## config.mk

```make
export PLATFORM = sky130hd
export DESIGN_NAME = pcm_frame_downmix_to_mono16_unit
export DESIGN_NICKNAME = d
export VERILOG_FILES = /design/src/sv/pfdm_pkg.sv /design/src/sv/pcm_frame_downmix_to_mono16_unit.sv /design/src/sv/pfdm_lane.sv /design/src/sv/pfdm_div.sv /design/src/sv/pfdm_merge.sv
export SDC_FILE = /design/constraint.sdc
export NUM_CORES = 2
export LEC_CHECK = 0
export ABC_AREA = 0
export BUFFER_PORTS_ARGS = -buffer_cell sky130_fd_sc_hd__buf_2
export CAP_MARGIN = 40
export CORE_UTILIZATION = 59
export CTS_CLUSTER_SIZE = 30
export DETAILED_ROUTE_END_ITERATION = 8
export GPL_ROUTABILITY_DRIVEN = 1
export HOLD_SLACK_MARGIN = 0.02
export PLACE_DENSITY_LB_ADDON = 0.15
export REMOVE_ABC_BUFFERS = 1
export SLEW_MARGIN = 40
export SYNTH_ARGS = -nofsm -noshare
export SYNTH_HDL_FRONTEND = slang
export SYNTH_SLANG_ARGS = --single-unit
export TNS_END_PERCENT = 1
```

## constraint.sdc

```tcl
create_clock -name clk -period 46.6 [get_ports clk]
set_input_delay 9.32 -clock clk [delete_from_list [all_inputs] [get_ports clk]]
set_output_delay 9.32 -clock clk [all_outputs]
set_load 0.005 [all_outputs]
```

## src/sv/pfdm_pkg.sv

```systemverilog
// shared types, constants and tables for the pcm frame downmix block
// no dependencies; imported by every module of the block
`timescale 1ns / 1ps

package pfdm_pkg;

    localparam int MAX_CHANNELS = 8;

    localparam int WORD_W   = 32;
    localparam int FMT_W    = 3;
    localparam int CNT_W    = 4;
    localparam int CFG_W    = 4;
    localparam int ADDR_W   = 1;
    localparam int LANE_W   = 28;
    localparam int SUM_W    = 31;
    localparam int MAG_W    = 31;
    localparam int RECIP_W  = 33;
    localparam int AVG_W    = 29;
    localparam int CLAMP_W  = 26;
    localparam int PROD_W   = 41;
    localparam int SAMPLE_W = 16;
    localparam int FRAC_BITS = 24;

    localparam logic [FMT_W-1:0] FMT_FLOAT32 = 3'd0;
    localparam logic [FMT_W-1:0] FMT_INT16   = 3'd1;
    localparam logic [FMT_W-1:0] FMT_INT24   = 3'd2;
    localparam logic [FMT_W-1:0] FMT_INT32   = 3'd3;

    localparam logic [ADDR_W-1:0] REG_SAMPLE_FORMAT = 1'b0;
    localparam logic [ADDR_W-1:0] REG_CHANNEL_COUNT = 1'b1;

    localparam logic [FMT_W-1:0] FORMAT_RESET = FMT_FLOAT32;
    localparam logic [CNT_W-1:0] COUNT_RESET  = 4'd2;

    // float exponent limits for the q4.24 conversion
    localparam logic [7:0] EXP_NAN  = 8'hFF;
    localparam logic [7:0] EXP_SAT  = 8'd130;
    localparam logic [7:0] EXP_ZERO = 8'd102;
    localparam logic [7:0] EXP_TOP  = 8'd129;

    localparam logic signed [LANE_W-1:0] Q_POS_LIMIT = 28'sh7FF_FFFF;
    localparam logic signed [LANE_W-1:0] Q_NEG_LIMIT = 28'sh800_0000;
    localparam logic signed [AVG_W-1:0]  Q_ONE       = 29'sh100_0000;
    localparam logic signed [16:0]       SCALE       = 17'sd32767;

    typedef struct packed {
        logic             is_float;
        logic             force_zero;
        logic             last;
        logic [CNT_W-1:0] cnt;
    } pfdm_ctl_t;

    // floor(2^32 / n) for n of 1 to 8
    function automatic logic [RECIP_W-1:0] recip(input logic [CNT_W-1:0] n);
        logic [RECIP_W-1:0] r;
        case (n)
            4'd1:    r = 33'h1_0000_0000;
            4'd2:    r = 33'h0_8000_0000;
            4'd3:    r = 33'h0_5555_5555;
            4'd4:    r = 33'h0_4000_0000;
            4'd5:    r = 33'h0_3333_3333;
            4'd6:    r = 33'h0_2AAA_AAAA;
            4'd7:    r = 33'h0_2492_4924;
            4'd8:    r = 33'h0_2000_0000;
            default: r = 33'h1_0000_0000;
        endcase
        return r;
    endfunction

endpackage

```

## src/sv/pcm_frame_downmix_to_mono16_unit.sv

```systemverilog
// top level of the pcm frame downmix: config registers, lanes, merge, output skid
// depends on pfdm_pkg, pfdm_lane, pfdm_merge
`timescale 1ns / 1ps

// Takes one frame of up to eight channel words per beat and returns one signed
// 16-bit mono sample per beat, with tlast carried through. Eight conversion
// lanes work on the channels of a frame side by side and a merging pipeline
// sums them, divides by the channel count (reciprocal multiply plus one
// correction step) and scales float results. A new frame is taken every clock
// cycle while the output side keeps up; each result passes from the lane
// registers, which load at the edge that takes its frame, through the sum,
// two divider stages and the scaling stage to the output register. When
// the output stalls, a skid register catches the next result and s_axis_tready
// drops in the following cycle until it drains. Registers: index 0 selects the
// sample format (0 float32, 1 int16, 2 int24, 3 int32, others give zero),
// index 1 the channel count (0 acts as 1, above 8 as 8); write them only
// while no frame is in flight.
module pcm_frame_downmix_to_mono16_unit
    import pfdm_pkg::*;
(
    input  logic                             clk,
    input  logic                             rst_n,
    input  logic                             cfg_we,
    input  logic [ADDR_W-1:0]                cfg_addr,
    input  logic [CFG_W-1:0]                 cfg_wdata,
    input  logic                             s_axis_tvalid,
    output logic                             s_axis_tready,
    input  logic [MAX_CHANNELS*WORD_W-1:0]   s_axis_tdata,  // chan0_word .. chan7_word
    input  logic                             s_axis_tuser,  // silent_frame
    input  logic                             s_axis_tlast,
    output logic                             m_axis_tvalid,
    input  logic                             m_axis_tready,
    output logic [SAMPLE_W-1:0]              m_axis_tdata,  // mono_sample
    output logic                             m_axis_tlast
);

    logic [FMT_W-1:0]          fmt_reg;
    logic [CNT_W-1:0]          cnt_reg;
    logic [CNT_W-1:0]          n_eff;

    logic                      en;
    logic [4:0]                vld_reg;
    pfdm_ctl_t                 ctl1_next;
    pfdm_ctl_t                 ctl1_reg;
    pfdm_ctl_t                 ctl_fin;

    logic signed [LANE_W-1:0]  lane_val [MAX_CHANNELS];
    logic signed [SAMPLE_W-1:0] fin_sample;
    logic                      fin_load;

    logic                      out_vld_reg;
    logic [SAMPLE_W-1:0]       out_data_reg;
    logic                      out_last_reg;
    logic                      skid_vld_reg;
    logic [SAMPLE_W-1:0]       skid_data_reg;
    logic                      skid_last_reg;

    always_ff @(posedge clk or negedge rst_n)
    begin
        if (!rst_n)
        begin
            fmt_reg <= FORMAT_RESET;
            cnt_reg <= COUNT_RESET;
        end
        else if (cfg_we)
        begin
            case (cfg_addr)
                REG_SAMPLE_FORMAT: fmt_reg <= cfg_wdata[FMT_W-1:0];
                REG_CHANNEL_COUNT: cnt_reg <= cfg_wdata[CNT_W-1:0];
                default:           fmt_reg <= fmt_reg;
            endcase
        end
    end

    always_comb
    begin
        if (cnt_reg == '0)
            n_eff = CNT_W'(1);
        else if (cnt_reg > CNT_W'(MAX_CHANNELS))
            n_eff = CNT_W'(MAX_CHANNELS);
        else
            n_eff = cnt_reg;
        ctl1_next.is_float   = (fmt_reg == FMT_FLOAT32);
        ctl1_next.force_zero = s_axis_tuser || (fmt_reg > FMT_INT32);
        ctl1_next.last       = s_axis_tlast;
        ctl1_next.cnt        = n_eff;
    end

    assign en            = !skid_vld_reg;
    assign s_axis_tready = en;

    generate
        for (genvar g = 0; g < MAX_CHANNELS; g++)
        begin : g_lane
            pfdm_lane u_lane (
                .clk      (clk),
                .en       (en),
                .word     (s_axis_tdata[g*WORD_W +: WORD_W]),
                .fmt      (fmt_reg),
                .active   (CNT_W'(g) < n_eff),
                .lane_val (lane_val[g])
            );
        end
    endgenerate

    always_ff @(posedge clk)
    begin
        if (en)
            ctl1_reg <= ctl1_next;
    end

    always_ff @(posedge clk or negedge rst_n)
    begin
        if (!rst_n)
            vld_reg <= '0;
        else if (en)
            vld_reg <= {vld_reg[3:0], s_axis_tvalid};
    end

    pfdm_merge u_merge (
        .clk      (clk),
        .en       (en),
        .lane_val (lane_val),
        .ctl_in   (ctl1_reg),
        .sample   (fin_sample),
        .ctl_out  (ctl_fin)
    );

    assign fin_load = en && vld_reg[4];

    // output register with skid
    always_ff @(posedge clk or negedge rst_n)
    begin
        if (!rst_n)
        begin
            out_vld_reg  <= 1'b0;
            skid_vld_reg <= 1'b0;
        end
        else if (!out_vld_reg || m_axis_tready)
        begin
            if (skid_vld_reg)
            begin
                out_vld_reg  <= 1'b1;
                skid_vld_reg <= 1'b0;
            end
            else
                out_vld_reg <= fin_load;
        end
        else if (fin_load)
            skid_vld_reg <= 1'b1;
    end

    always_ff @(posedge clk)
    begin
        if (!out_vld_reg || m_axis_tready)
        begin
            if (skid_vld_reg)
            begin
                out_data_reg <= skid_data_reg;
                out_last_reg <= skid_last_reg;
            end
            else
            begin
                out_data_reg <= fin_sample;
                out_last_reg <= ctl_fin.last;
            end
        end
        else if (fin_load)
        begin
            skid_data_reg <= fin_sample;
            skid_last_reg <= ctl_fin.last;
        end
    end

    assign m_axis_tvalid = out_vld_reg;
    assign m_axis_tdata  = out_data_reg;
    assign m_axis_tlast  = out_last_reg;

endmodule

```

## src/sv/pfdm_lane.sv

```systemverilog
// one channel lane: turns a raw sample word into a scaled value, registered
// depends on pfdm_pkg
`timescale 1ns / 1ps

module pfdm_lane
    import pfdm_pkg::*;
(
    input  logic                     clk,
    input  logic                     en,
    input  logic [WORD_W-1:0]        word,
    input  logic [FMT_W-1:0]         fmt,
    input  logic                     active,
    output logic signed [LANE_W-1:0] lane_val
);

    logic                     sgn;
    logic [7:0]               expo;
    logic [22:0]              frac;
    logic [7:0]               shamt_full;
    logic [4:0]               shamt;
    logic [26:0]              mant;
    logic [26:0]              mag;
    logic signed [LANE_W-1:0] flt_val;
    logic signed [LANE_W-1:0] val_next;
    logic signed [LANE_W-1:0] val_reg;

    always_comb
    begin
        sgn        = word[31];
        expo       = word[30:23];
        frac       = word[22:0];
        shamt_full = EXP_TOP - expo;
        shamt      = shamt_full[4:0];
        mant       = {1'b1, frac, 3'b000};
        mag        = mant >> shamt;
        if (expo == EXP_NAN && frac != '0)
            flt_val = '0;
        else if (expo >= EXP_SAT)
            flt_val = sgn ? Q_NEG_LIMIT : Q_POS_LIMIT;
        else if (expo <= EXP_ZERO)
            flt_val = '0;
        else if (sgn)
            flt_val = -$signed({1'b0, mag});
        else
            flt_val = $signed({1'b0, mag});
    end

    always_comb
    begin
        case (fmt)
            FMT_FLOAT32: val_next = flt_val;
            FMT_INT16:   val_next = {{12{word[15]}}, word[15:0]};
            FMT_INT24:   val_next = {{12{word[23]}}, word[23:8]};
            FMT_INT32:   val_next = {{12{word[31]}}, word[31:16]};
            default:     val_next = '0;
        endcase
        if (!active)
            val_next = '0;
    end

    always_ff @(posedge clk)
    begin
        if (en)
            val_reg <= val_next;
    end

    assign lane_val = val_reg;

endmodule

```

## src/sv/pfdm_div.sv

```systemverilog
// two-stage divider of the channel sum by the channel count, toward zero
// depends on pfdm_pkg; reciprocal multiply then one correction step
`timescale 1ns / 1ps

module pfdm_div
    import pfdm_pkg::*;
(
    input  logic                    clk,
    input  logic                    en,
    input  logic signed [SUM_W-1:0] dividend,
    input  logic [CNT_W-1:0]        divisor,
    output logic signed [AVG_W-1:0] quotient
);

    logic                          neg_next;
    logic [MAG_W-1:0]              mag_next;
    logic [MAG_W+RECIP_W-1:0]      prod;
    logic [MAG_W-1:0]              q0_next;

    logic                          neg_reg;
    logic [MAG_W-1:0]              mag_reg;
    logic [MAG_W-1:0]              q0_reg;
    logic [CNT_W-1:0]              dvs_reg;

    logic [MAG_W+CNT_W-1:0]        back;
    logic [MAG_W+CNT_W-1:0]        rem;
    logic [MAG_W-1:0]              q;
    logic signed [MAG_W:0]         q_signed;
    logic signed [AVG_W-1:0]       quot_next;
    logic signed [AVG_W-1:0]       quot_reg;

    // estimate, at most one short of the true quotient
    always_comb
    begin
        neg_next = dividend[SUM_W-1];
        mag_next = neg_next ? MAG_W'(-dividend) : MAG_W'(dividend);
        prod     = {{RECIP_W{1'b0}}, mag_next} * {{MAG_W{1'b0}}, recip(divisor)};
        q0_next  = prod[MAG_W+31:32];
    end

    always_ff @(posedge clk)
    begin
        if (en)
        begin
            neg_reg <= neg_next;
            mag_reg <= mag_next;
            q0_reg  <= q0_next;
            dvs_reg <= divisor;
        end
    end

    // remainder check and sign
    always_comb
    begin
        back = {{CNT_W{1'b0}}, q0_reg} * {{MAG_W{1'b0}}, dvs_reg};
        rem  = {{CNT_W{1'b0}}, mag_reg} - back;
        q    = q0_reg + MAG_W'(rem >= {{MAG_W{1'b0}}, dvs_reg});
        q_signed  = neg_reg ? -$signed({1'b0, q}) : $signed({1'b0, q});
        quot_next = q_signed[AVG_W-1:0];
    end

    always_ff @(posedge clk)
    begin
        if (en)
            quot_reg <= quot_next;
    end

    assign quotient = quot_reg;

endmodule

```

## src/sv/pfdm_merge.sv

```systemverilog
// merging stage: sums the lanes, divides by the count, scales float results
// depends on pfdm_pkg and pfdm_div
`timescale 1ns / 1ps

module pfdm_merge
    import pfdm_pkg::*;
(
    input  logic                       clk,
    input  logic                       en,
    input  logic signed [LANE_W-1:0]   lane_val [MAX_CHANNELS],
    input  pfdm_ctl_t                  ctl_in,
    output logic signed [SAMPLE_W-1:0] sample,
    output pfdm_ctl_t                  ctl_out
);

    logic signed [SUM_W-1:0]    sum_next;
    logic signed [SUM_W-1:0]    sum_reg;
    pfdm_ctl_t                  ctl2_reg;
    pfdm_ctl_t                  ctl3_reg;
    pfdm_ctl_t                  ctl4_reg;
    pfdm_ctl_t                  ctl5_reg;

    logic signed [AVG_W-1:0]    avg;
    logic signed [CLAMP_W-1:0]  clamp_val;
    logic signed [PROD_W-1:0]   prod_next;
    logic signed [PROD_W-1:0]   prod_reg;
    logic signed [SAMPLE_W-1:0] int_reg;
    logic signed [PROD_W-1:0]   prod_adj;

    always_comb
    begin
        sum_next = '0;
        for (int i = 0; i < MAX_CHANNELS; i++)
            sum_next = sum_next + SUM_W'(lane_val[i]);
    end

    always_ff @(posedge clk)
    begin
        if (en)
        begin
            sum_reg  <= sum_next;
            ctl2_reg <= ctl_in;
            ctl3_reg <= ctl2_reg;
            ctl4_reg <= ctl3_reg;
        end
    end

    pfdm_div u_div (
        .clk      (clk),
        .en       (en),
        .dividend (sum_reg),
        .divisor  (ctl2_reg.cnt),
        .quotient (avg)
    );

    // clamp to plus or minus one, then times 32767
    always_comb
    begin
        if (avg > Q_ONE)
            clamp_val = CLAMP_W'(Q_ONE);
        else if (avg < -Q_ONE)
            clamp_val = CLAMP_W'(-Q_ONE);
        else
            clamp_val = CLAMP_W'(avg);
        prod_next = clamp_val * SCALE;
    end

    always_ff @(posedge clk)
    begin
        if (en)
        begin
            prod_reg <= prod_next;
            int_reg  <= avg[SAMPLE_W-1:0];
            ctl5_reg <= ctl4_reg;
        end
    end

    // shift by 24 toward zero, then select zero, the float result or the integer average
    always_comb
    begin
        prod_adj = prod_reg + (prod_reg[PROD_W-1] ? PROD_W'(Q_ONE - AVG_W'(1)) : '0);
        if (ctl5_reg.force_zero)
            sample = '0;
        else if (ctl5_reg.is_float)
            sample = prod_adj[FRAC_BITS+SAMPLE_W-1:FRAC_BITS];
        else
            sample = int_reg;
    end

    assign ctl_out = ctl5_reg;

endmodule

```

After elaboration in Yosys (flattened, before gate mapping)

Memory sizes are Yosys's and may differ from the RTL's. A register that Yosys moved wholly into a read port is not among the register bits.
Index checks and enable logic that the tools add are counted.

Bits in registers: 479
Bits in read-only memories: 528
Input port bits: 268
Output and inout bits: 19
Logic and storage cells: 214
Memories kept: 1

Memories:

| name             | depth | width | rd ports | clocked after Yosys merged registers in | write ports | RTL line       | source |
|---|---|---|---|---|---|---|---|
| (name not given) | 16    | 33    | 1        | 1                                       | 0           | pfdm_pkg.sv:56 | `case (n)` |

$add $sub $neg: 28
Multipliers: 3
$lt $le $gt $ge: 29
Eq/ne operators: 11
Shift operators: 8
Multiplexer cells: 63
Bitwise gates (word level): 2
Reduce and logical (&&, ||, !) cells: 27

Operators with widths:

| kind                                                            | count |
|---|---|
| two-way mux 28 bit                                              | 40 |
| one-hot mux 28 bit (4 select lines)                             | 8 |
| negator 27 -> 28 bit                                            | 8 |
| right shift 27 x 5 -> 27 bit                                    | 8 |
| nonzero test 23 bit                                             | 8 |
| adder 31 x 28 -> 31 bit                                         | 5 |
| equality test 8 bit (second input constant)                     | 8 |
| greater-or-equal comparator 8 bit (second input constant)       | 8 |
| less-or-equal comparator 8 x 7 -> 1 bit (second input constant) | 8 |
| multiplier 31 x 33 -> 63 bit                                    | 1 |
| two-way mux 26 bit                                              | 2 |
| two-way mux 16 bit                                              | 3 |
| multiplier 26 x 16 -> 41 bit (second input constant)            | 1 |
| adder 40 bit                                                    | 1 |
| subtractor 1 x 5 -> 5 bit (first input constant)                | 8 |
| greater-or-equal comparator 35 x 4 -> 1 bit                     | 1 |
| multiplier 31 x 4 -> 35 bit                                     | 1 |
| subtractor 31 x 35 -> 35 bit                                    | 1 |
| two-way mux 31 bit                                              | 1 |
| negator 31 bit                                                  | 1 |
| adder 29 x 28 -> 30 bit                                         | 1 |
| adder 28 x 28 -> 29 bit                                         | 1 |
| adder 29 x 1 -> 29 bit                                          | 1 |
| > comparator 29 x 26 -> 1 bit (second input constant)           | 1 |
| 21 further kinds                                                | 45 |

Longest topological paths before layout

Depth in word-level cells: 8
Mapped depth: 38
Gate-level depth less buffers: 36

By module

Synthesis repeated with hierarchy kept, for this count alone.

Cells, all modules: 9268
Area, all modules: 86551.8 um^2

Modules (own cells, without submodules):

| module                           | times used | cells an instance | area each (um^2) | sequential area each (um^2) |
|---|---|---|---|---|
| pfdm_div                         | 1          | 3576              | 32814.0          | 2882.8 |
| pfdm_lane (g_lane[1].u_lane ...) | 7          | 455               | 3912.5           | 840.8 |
| pfdm_merge                       | 1          | 1917              | 19932.9          | 3483.3 |
| pfdm_lane (g_lane[0].u_lane)     | 1          | 479               | 4259.1           | 840.8 |
| pcm_frame_downmix_to_mono16_unit | 1          | 111               | 2158.3           | 1582.8 |

Worst setup path before layout

Ideal clock, no wire load.

Path kind: register to output
Start point: register skid_vld_reg
End point: output port s_axis_tready
Data arrival time: 12.651 ns
Data required time: 37.280 ns
Setup slack: 24.629 ns
Cell stages (with the launch flop): 4
Path buffers: 2
Cells stage by stage: dfrtp_1 -> buf_1 -> inv_1 -> clkbuf_1

Word-level cells in the longest chain between the ends: 1

Ends and longest elaborated chain:

| what                   | RTL line                                | source |
|---|---|---|
| from (decl)            | pcm_frame_downmix_to_mono16_unit.sv:54  | `logic skid_vld_reg;` |
| from (signal assigned) | pcm_frame_downmix_to_mono16_unit.sv:137 | `skid_vld_reg <= 1'b0;` |
| from (signal assigned) | pcm_frame_downmix_to_mono16_unit.sv:144 | `skid_vld_reg <= 1'b0;` |
| from (signal assigned) | pcm_frame_downmix_to_mono16_unit.sv:150 | `skid_vld_reg <= 1'b1;` |
| zero test 1 bit        | pcm_frame_downmix_to_mono16_unit.sv:89  | `assign en = !skid_vld_reg;` |
| to (decl)              | pcm_frame_downmix_to_mono16_unit.sv:27  | `output logic s_axis_tready,` |

Every way passes these cells.

Final worst setup path

Start point: input port s_axis_tdata[88]
End point: register g_lane[2].u_lane.val_reg[25], data pin

Word-level cells in the longest chain between the ends: 8
Elaborated cells on any way between the ends: 12
Classes of those cells: add/sub (2); order compare (2); eq/ne (1); shift (1); mux (5); reduce/logical (1)

Ends and longest elaborated chain:

| what                                    | RTL line                               | source |
|---|---|---|
| from (decl)                             | pcm_frame_downmix_to_mono16_unit.sv:28 | `input logic [MAX_CHANNELS*WORD_W-1:0] s_axis_tdata,` |
| subtractor 1 x 5 -> 5 bit               | pfdm_lane.sv:32                        | `shamt_full = EXP_TOP - expo;` |
| right shift 27 x 5 -> 27 bit            | pfdm_lane.sv:35                        | `mag = mant >> shamt;` |
| negator 27 -> 28 bit                    | pfdm_lane.sv:43                        | `flt_val = -$signed({1'b0, mag});` |
| two-way mux 28 bit                      | pfdm_lane.sv:42                        | `else if (sgn)` |
| two-way mux 28 bit                      | pfdm_lane.sv:40                        | `else if (expo <= EXP_ZERO)` |
| two-way mux 28 bit                      | pfdm_lane.sv:38                        | `else if (expo >= EXP_SAT)` |
| two-way mux 28 bit (*)                  | pfdm_lane.sv:36                        | `if (expo == EXP_NAN && frac != '0)` |
| one-hot mux 28 bit (4 select lines) (*) | pfdm_lane.sv:50                        | `case (fmt)` |
| to (signal assigned)                    | pfdm_lane.sv:64                        | `val_reg <= val_next;` |
| to (decl)                               | pfdm_lane.sv:25                        | `logic signed [LANE_W-1:0] val_reg;` |

Mark *: on every way between the ends. The rest lies on a longest branch, timed or not.
A chain may end at the register's enable or synchronous reset.

==> results.ini <==
[detailed_routing]
wl_met2_um = 118000
final_antenna_net_count = 0
wl_met3_um = 26300
drt_first_pass_iters = 7
drt_iter0_drc = 7609
num_vias = 69029
wl_um = 265000
drc = 0
viasPerCell = 6.33
wl_met1_um = 111000
post_drt_wl_per_cell_um = 24.3
highest_layer = met5

[clocking]
clock_path_buffers = 3
cts_buffers = 59
path_clk_slew_ps = 60
htree_num_levels = 2
cts_resized = 0
cts.hold.buffers_added = 0
clkLatencyLatePin_ps = 740
post-cts-setup-buffers = 0
clock_sink_count = 491
cts_tree = built
cts_root_buf = clkbuf_16

[placement]
gp_congestion = 0.991
place.port_buffers = 286
hpwl_um = 214000

[cells_and_area]
mostFrequentLayoutCells = inv_1 (1427), fa_1 (1133), nand2_1 (828), ha_1 (508), edfxtp_1 (465)
drive_gt1_share_pct = 10.7
final_net_count = 10875
areaGrowthSynthToFinish_pct = 5.88
layout_commonest_cell = inv_1
largest_reg_flops = 224

[die]
core_mm2 = 0.142
ios = 287
dieArea_mm2 = 0.145
start_util_pct = 59.6
die_y_um = 380
die_w_um = 380
rows = 138

[timing]
finalCritPeriodShare_pct = 30.9
relSlewSlack_pct = 38.6
holdWs_ps = 390
rsz0062_at_grt = false
fmax_mhz = 69.5
setup_viol = 0
worst_pin_slew_ps = 921
finalClockSkew_ps = 139
setup_tns_ps = 0
slew_violations = 0
period_needed_ps = 14380
hold_violations = 0

[synthesis]
syn_inst = 8975
yosysUniqueCellTypes = 104
synth_ff_type = edfxtp_1
async_reset_ff_share_pct = 2.85
synth_edf_count = 465
yosys.area_share.simple_pct = 12.9
syn_avg_cell_area_um2 = 9.41
synth_top_family_by_area = adder cells
netlist_area_mm2 = 0.0845
ys_seq_area_share_pct = 17.2
synth-compound-area-share_pct = 13.1
synth.ff_latch_count = 491
yosys_warnings = 0
synth_fa_ha_area_share_pct = 34.4
synth-xor-area-share_pct = 4.41
synthMuxAreaShare_pct = 9.31

[setup_path]
cp.depth = 13
path_cells = buf_2, inv_1, ha_2, mux4_2, mux4_2, a2111oi_0, o22ai_1, nand2b_1, or4_4, nor2b_2, a31oi_1, o22a_1, o21ai_0
reg2reg_depth = 31
crit_type = in -> reg
critPathMaxFanout = 45
critPathArrivalTime_ps = 14880
cp_common_cell = mux4_2
worstReg2RegStart = u_merge.sum_reg[0]
start_kind = primary input
slowest_delay_ps = 910
cp.required_ps = 47100
end_kind = register
cp-startpoint = s_axis_tdata[88]
path_delay_family = compound AO/OA/AOI/OAI gates
crit_buf_inv = 2
crit_slowest_cell = ha_2

[global_route]
grt_pass1_vias = 68935
grt_max_degree = 110
grtUsageTotal_pct = 36.6
grt_overflow_total = 0
antenna_found_initial = 6
grt_pass1_wl_um = 410000

[hold_path]
whs_path_depth = 0
worstHoldPathType = reg -> reg
hp-start = u_merge.ctl4_reg[6]

[status]
status = finished clean

[job]
cap_violations = 0

[area by class of cell]
cell class / count / area [um^2]
clock inverter: 41 / 420
tap: 1890 / 2360
clock buffer: 70 / 1530
inverter: 1436 / 5400
sequential: 491 / 14600
timing repair buffer: 395 / 2350
antenna: 2 / 5.00
multi-input combinational: 6581 / 62800
fill: 11994 / 52300
[final timing paths]
| check | slack, ps | to |
|---|---|---|
| max in group asynchronous | 37580 | fmt_reg[1] |
| min | 390 | u_merge.ctl_out[6] |
| min reg2reg | 390 | u_merge.ctl_out[6] |
| max | 32220 | g_lane[2].u_lane.lane_val[25] |
| min in group asynchronous | 8580 | vld_reg[2] |
| max reg2reg | 35300 | u_merge.u_div.q0_reg[30] |
[logic make-up after synthesis]
logic type | after synthesis
compound gates | 1701
xor+xnor | 425
fa+ha+maj | 1643
mux | 561
flops | 491
simple gates | 2251
buf+inv | 1903
[routing by layer]
| metal | track usage, % | vias to the layer above |
|---|---|---|
| met3 | 7.92 | 514 |
| met4 | 12.3 | 6 |
| met5 | 0 | - |
| met2 | 56.0 | 3492 |
| li1 | - | 30567 |
| met1 | 51.7 | 34450 |
[synthesized netlist by cell type (35+ instances only)]
cell,count,area share [%]
a31oi_1,61,0.45
mux2i_1,195,2.3
nor2b_1,52,0.39
o31ai_1,59,0.52
nand3_1,147,0.87
a22oi_1,82,0.73
a211oi_1,104,0.92
inv_1,1428,6.3
mux4_2,150,4.0
a221oi_1,46,0.48
edfxtp_1,465,17
nand2_1,828,3.7
o211ai_1,60,0.53
o21ai_0,452,2.7
nand2b_1,88,0.65
xnor2_1,277,2.9
nor3_1,99,0.59
a21oi_1,357,2.1
buf_1,49,0.22
xor2_1,148,1.5
clkbuf_1,360,1.6
and3_1,46,0.34
a21o_1,88,0.78
o221ai_1,35,0.36
mux2_2,209,2.8
ha_1,510,7.6
nor2_1,426,1.9
nand4_1,75,0.56
buf_2,52,0.31
o21a_1,40,0.36
fa_1,1133,27
nor4_1,80,0.59
o22ai_1,45,0.33
and2_1,237,1.8
[per-stage QoR]
| step | worst slack, ps | instance area [um^2] | std cells | util [%] |
|---|---|---|---|---|
| after floorplan | 28090 | 82600 | 8508 | - |
| after global placement | 31520 | 87200 | 10785 | 61.5 |
| after detailed placement | 31660 | 87400 | 10791 | 61.7 |
| after CTS | 32330 | 89400 | 10902 | 63.0 |
| after global routing | 31990 | 89400 | 10905 | 63.1 |
| final | 32220 | 89400 | 10906 | 63.1 |
Power is left out: the tool's default activity adds up to more than one toggle a clock period on the data nets, which glitch-free logic cannot reach.
